==> config.mk <==
export PLATFORM = sky130hd
export DESIGN_NAME = yabd_cfg
export DESIGN_NICKNAME = d
export VERILOG_FILES = /design/src/rtl/yabd_pkg.sv /design/src/rtl/yabd_cfg.sv
export SDC_FILE = /design/constraint.sdc
export NUM_CORES = 1
export LEC_CHECK = 0
export ABC_AREA = 1
export BUFFER_PORTS_ARGS = -buffer_cell sky130_fd_sc_hd__buf_2
export CAP_MARGIN = 15
export CORE_MARGIN = 5
export CORE_UTILIZATION = 50
export CTS_BUF_LIST = sky130_fd_sc_hd__clkbuf_8
export CTS_CLUSTER_SIZE = 20
export DETAILED_ROUTE_END_ITERATION = 7
export PLACE_DENSITY = 0.86
export SLEW_MARGIN = 20
export SYNTH_ARGS = -nofsm -noshare
export SYNTH_HDL_FRONTEND = slang
export SYNTH_SLANG_ARGS = --single-unit
==> constraint.sdc <==
create_clock -name clk -period 1.2 [get_ports clk]
set_input_delay 0.12 -clock clk [delete_from_list [all_inputs] [get_ports clk]]
set_output_delay 0.12 -clock clk [all_outputs]
set_load 0.01 [all_outputs]
==> src/rtl/yabd_pkg.sv <==
package yabd_pkg;

  // fixed geometry of the detection head
  localparam int MAX_GRID    = 80;
  localparam int NUM_CLASSES = 2;
  localparam int NUM_ANCHORS = 3;
  localparam int NUM_LEVELS  = 3;

  // sigmoid unit latency: table stage, five multiply stages, setup, 17 divide stages
  localparam int SIG_LAT = 24;

  // configuration port
  localparam int ADDR_W = 4;
  localparam logic [15:0] CONF_THR_RST = 16'd16384;
  localparam logic [15:0] SCALE_RST    = 16'd4096;

  typedef enum logic [1:0] {
    REG_CONF_THR = 2'd0,
    REG_SCALE_X  = 2'd1,
    REG_SCALE_Y  = 2'd2
  } reg_idx_t;

  // round(2^32 * exp(-2^k / 256)); bits 13 and up give zero
  localparam logic [31:0] EXP_BITS [13] = '{
    32'd4278222805, 32'd4261543595, 32'd4228380000, 32'd4162825044,
    32'd4034748382, 32'd3790295336, 32'd3344923893, 32'd2605029347,
    32'd1580030169, 32'd581260616,  32'd78665070,   32'd1440801,
    32'd483
  };

  // anchor sizes in pixels, indexed [level][slot]
  localparam logic [8:0] ANCHOR_W [3][3] = '{
    '{9'd10,  9'd16,  9'd33},
    '{9'd30,  9'd62,  9'd59},
    '{9'd116, 9'd156, 9'd373}
  };
  localparam logic [8:0] ANCHOR_H [3][3] = '{
    '{9'd13, 9'd30,  9'd23},
    '{9'd61, 9'd45,  9'd119},
    '{9'd90, 9'd198, 9'd326}
  };

  // exp(-m/256) in Q1.32 for the low eight magnitude bits, chained in bit order
  function automatic logic [32:0] lo_exp(input logic [7:0] m);
    logic [64:0] acc;
    logic [32:0] e;
    e = 33'h1_0000_0000;
    for (int k = 0; k < 8; k++) begin
      if (m[k]) begin
        acc = 65'(e) * 65'(EXP_BITS[k]) + 65'h0_8000_0000;
        e = acc[64:32];
      end
    end
    return e;
  endfunction

  typedef logic [255:0][32:0] lo_tab_t;

  function automatic lo_tab_t build_lo_tab();
    lo_tab_t tab;
    for (int i = 0; i < 256; i++) begin
      tab[i] = lo_exp(8'(i));
    end
    return tab;
  endfunction

  localparam lo_tab_t LO_TAB = build_lo_tab();

  typedef struct packed {
    logic [15:0] conf_threshold;
    logic [15:0] scale_x;
    logic [15:0] scale_y;
  } cfg_t;

  // side data that travels beside the sigmoid units
  typedef struct packed {
    logic       ok;
    logic [1:0] level;
    logic [8:0] aw;
    logic [8:0] ah;
    logic [6:0] row;
    logic [6:0] col;
  } meta_t;

  typedef struct packed {
    logic [15:0] x;
    logic [15:0] y;
    logic [15:0] w;
    logic [15:0] h;
    logic [15:0] obj;
    logic [15:0] cls0;
    logic [15:0] cls1;
  } sig_set_t;

  typedef struct packed {
    logic signed [15:0] box_left;
    logic signed [15:0] box_top;
    logic signed [15:0] box_right;
    logic signed [15:0] box_bottom;
    logic        [15:0] confidence;
    logic               top_class;
    logic        [15:0] class_score;
  } det_t;

endpackage

==> src/rtl/yabd_cfg.sv <==
module yabd_cfg (
  input  logic                         clk,
  input  logic                         rst,
  input  logic                         psel,
  input  logic                         penable,
  input  logic                         pwrite,
  input  logic [yabd_pkg::ADDR_W-1:0]  paddr,
  input  logic [31:0]                  pwdata,
  output logic [31:0]                  prdata,
  output logic                         pready,
  output yabd_pkg::cfg_t               cfg
);
  import yabd_pkg::*;

  logic [1:0] idx;

  assign idx    = paddr[ADDR_W-1:2];
  assign pready = 1'b1;

  // register writes on the access phase
  always_ff @(posedge clk) begin
    if (rst) begin
      cfg.conf_threshold <= CONF_THR_RST;
      cfg.scale_x        <= SCALE_RST;
      cfg.scale_y        <= SCALE_RST;
    end else if (psel && penable && pwrite) begin
      case (idx)
        REG_CONF_THR: cfg.conf_threshold <= pwdata[15:0];
        REG_SCALE_X:  cfg.scale_x        <= pwdata[15:0];
        REG_SCALE_Y:  cfg.scale_y        <= pwdata[15:0];
        default: ;
      endcase
    end
  end

  // read back
  always_comb begin
    case (idx)
      REG_CONF_THR: prdata = {16'd0, cfg.conf_threshold};
      REG_SCALE_X:  prdata = {16'd0, cfg.scale_x};
      REG_SCALE_Y:  prdata = {16'd0, cfg.scale_y};
      default:      prdata = '0;
    endcase
  end

endmodule

==> metrics <==
Detailed Route Iter0 Violations 111; number of global-route vias before repair 2302; Syn Std Cell Area 2445 um^2; worst setup margin 0.1140 ns; total power 3050 uW; Reg2Reg Depth 2; part of the power in registers 0.542; WL met1 2616 um; Worst EP required 1.08 ns; fill count 437; HP Class primary input to register; CP Max Fanout 3; row count 25; CTS buffer count 5; switching share of power 0.2648; max reg flops 48; global-route wire length before repair 10520 um; Final HPWL DP 4596 um; Worst-Skew Late Latency 0.29 ns; Critical R2R Launch cfg[46]; Clock transition at path regs 0.08 ns; Place WS 0.09304 ns; Cell Chain, Critical Path nand2_1, nand3_1, buf_2; DRT Wirelength 6354 um; Nets 501; HP Start pwdata[14]; antenna fix cells 0; #FFs+latches synth 48; area grow syn2layout 22.82%; Slowest cell on crit path dfxtp_1; critical path class register to output port; CTS root buf clkbuf_8; CTS HTree Levels 2; # IOs 122; Hold Vio Cnt, Final 0; Post-Layout Cell Count 528; Worst Setup End Kind output port; post-synth cell types 15; Seq/Total Area, Yosys 0.3930; I/O Buffers 86; clock share of power 0.312; max-cap viol count 0; die area 6388 um^2; Total GRT Usage 0.2051; total placed cells including tap cells 520; CP startpoint cfg[30]; PD cells 1016 nW/um^2; Core Area 4723 um^2; Setup violations, final 0; Critical Path Source Type register; met2 wire len 3156 um; grt ovf 0; Post-Synthesis Cells 373; Final ANT Viol Nets 0; DR vias 2512; Largest regs cfg (48); CTS tree done; CP arrival 0.97 ns; share of layout cells above drive strength 1 0.2603; uppermost layer routed met4; final slew viol count 0; TNS Setup 0 ns; Fin Clk Skew 0 ns; outcome finished, final reports clean; Top reg by flops cfg; Comb pwr share 0.146; net switching power 807.8 uW; Critical Path Max Stage Delay 0.38 ns; worst vdd ir 817.0 uV; worst hold path depth 3; height of the die 79.93 um; WL/cell 12.03 um; Sink Count 48; met3 wire length 540 um; Initial Utilization 0.5176; initial antenna violation count 0; chip width 79.93 um; Post-route DRC 0; Internal Power 2243 uW; Placer Congestion 0.7682; drt pass-1 iters 5; minimum clock period 1.086 ns; worst-case clock buffer depth 2; Leakage 0.001573 uW; R2R Setup Slk 0.58 ns; f_max 920.8 MHz; Synth Warn # 0; Post-Syn Area per Cell 6.555 um^2; period utilization 0.9050; largest net degree at the start of global routing 46; routed vias/inst 4.758; unrepaired setup endpoints after global routing false; hold slack 0.07032 ns
routing by layer:
layer | up-vias | GRT usage
met5 | - | 0
met4 | 0 | 0.05574
met3 | 5 | 0.03950
met2 | 102 | 0.3551
met1 | 1112 | 0.2583
li1 | 1293 | -
layout make-up:
class / instances / area, um^2 / share of cell area
well taps: 67 / 83.83 / 0.02792
flip-flops and latches: 48 / 960.9 / 0.3200
multi-input cells: 282 / 1194 / 0.3975
clock inverters: 2 / 7.507 / 0.002500
inverters: 20 / 75.07 / 0.02500
repair buffers: 103 / 599.3 / 0.1996
clock buffers: 6 / 82.58 / 0.02750
power by group through the flow:
stage / logic [uW] / registers [uW] / clock network, uW
6_report: 445 / 1650 / 953
3_5_place_dp: 443 / 1690 / 0
2_1_floorplan: 304 / 1700 / 0
3_3_place_gp: 434 / 1690 / 0
4_1_cts: 443 / 1650 / 979
5_1_grt: 500 / 1660 / 1050
critical path, delay by kind of cell, from the launching register on:
kind	cells	cell delay, ns
flip-flops	1	0.38
AND/OR/NAND/NOR	2	0.17
buffers and inverters	1	0.14
through the flow:
stage,instance area [um^2],util
3_5_place_dp,2909,0.6159
5_1_grt,3003,0.6358
3_3_place_gp,2909,0.6159
4_1_cts,2999,0.6350
6_report,3003,0.6358
2_1_floorplan,2501,-
Yosys cell counts, drive strengths merged:
cell | count | area, um^2
buf | 36 | 266.5
clkbuf | 2 | 7.510
conb | 2 | 7.510
dfxtp | 48 | 960.9
inv | 20 | 75.07
nand2 | 100 | 375.4
nand3 | 65 | 337.8
nor2 | 97 | 399.1
o21ai | 3 | 15.01
repair_timing:
| item | in CTS | in global routing |
|---|---|---|
| endpoints found under the hold margin | 0 | 0 |
| hold buffers | 0 | 0 |
| setup buffers | 0 | 0 |
| gates resized for setup | 0 | 1 |
| endpoints found under the setup margin | 0 | 1 |
cells by family after synthesis:
| group | Yosys count | synth area share |
|---|---|---|
| buffers and inverters | 58 | 0.1428 |
| other | 2 | 0.003072 |
| flip-flops | 48 | 0.3930 |
| AND/OR/NAND/NOR | 262 | 0.4550 |
| AO/OA/AOI/OAI | 3 | 0.006139 |
final timing paths:
kind | to
setup reg to reg | cfg[46]
setup / recovery | prdata[14]
hold reg to reg | cfg[45]
hold / removal | cfg[46]
cells in the final DEF, fill, tap and decap left out:
master	count
nand3_1	64
clkbuf_8	6
buf_4	13
nor2_1	90
nor2_2	3
buf_12	3
buf_2	86
buf_6	1
inv_1	19
nand2_1	100
dfxtp_1	48
o21ai_0	3
inv_2	3
nand3_4	1
nor2_4	4
conb_1	17
(Power assumes the default switching activity.)
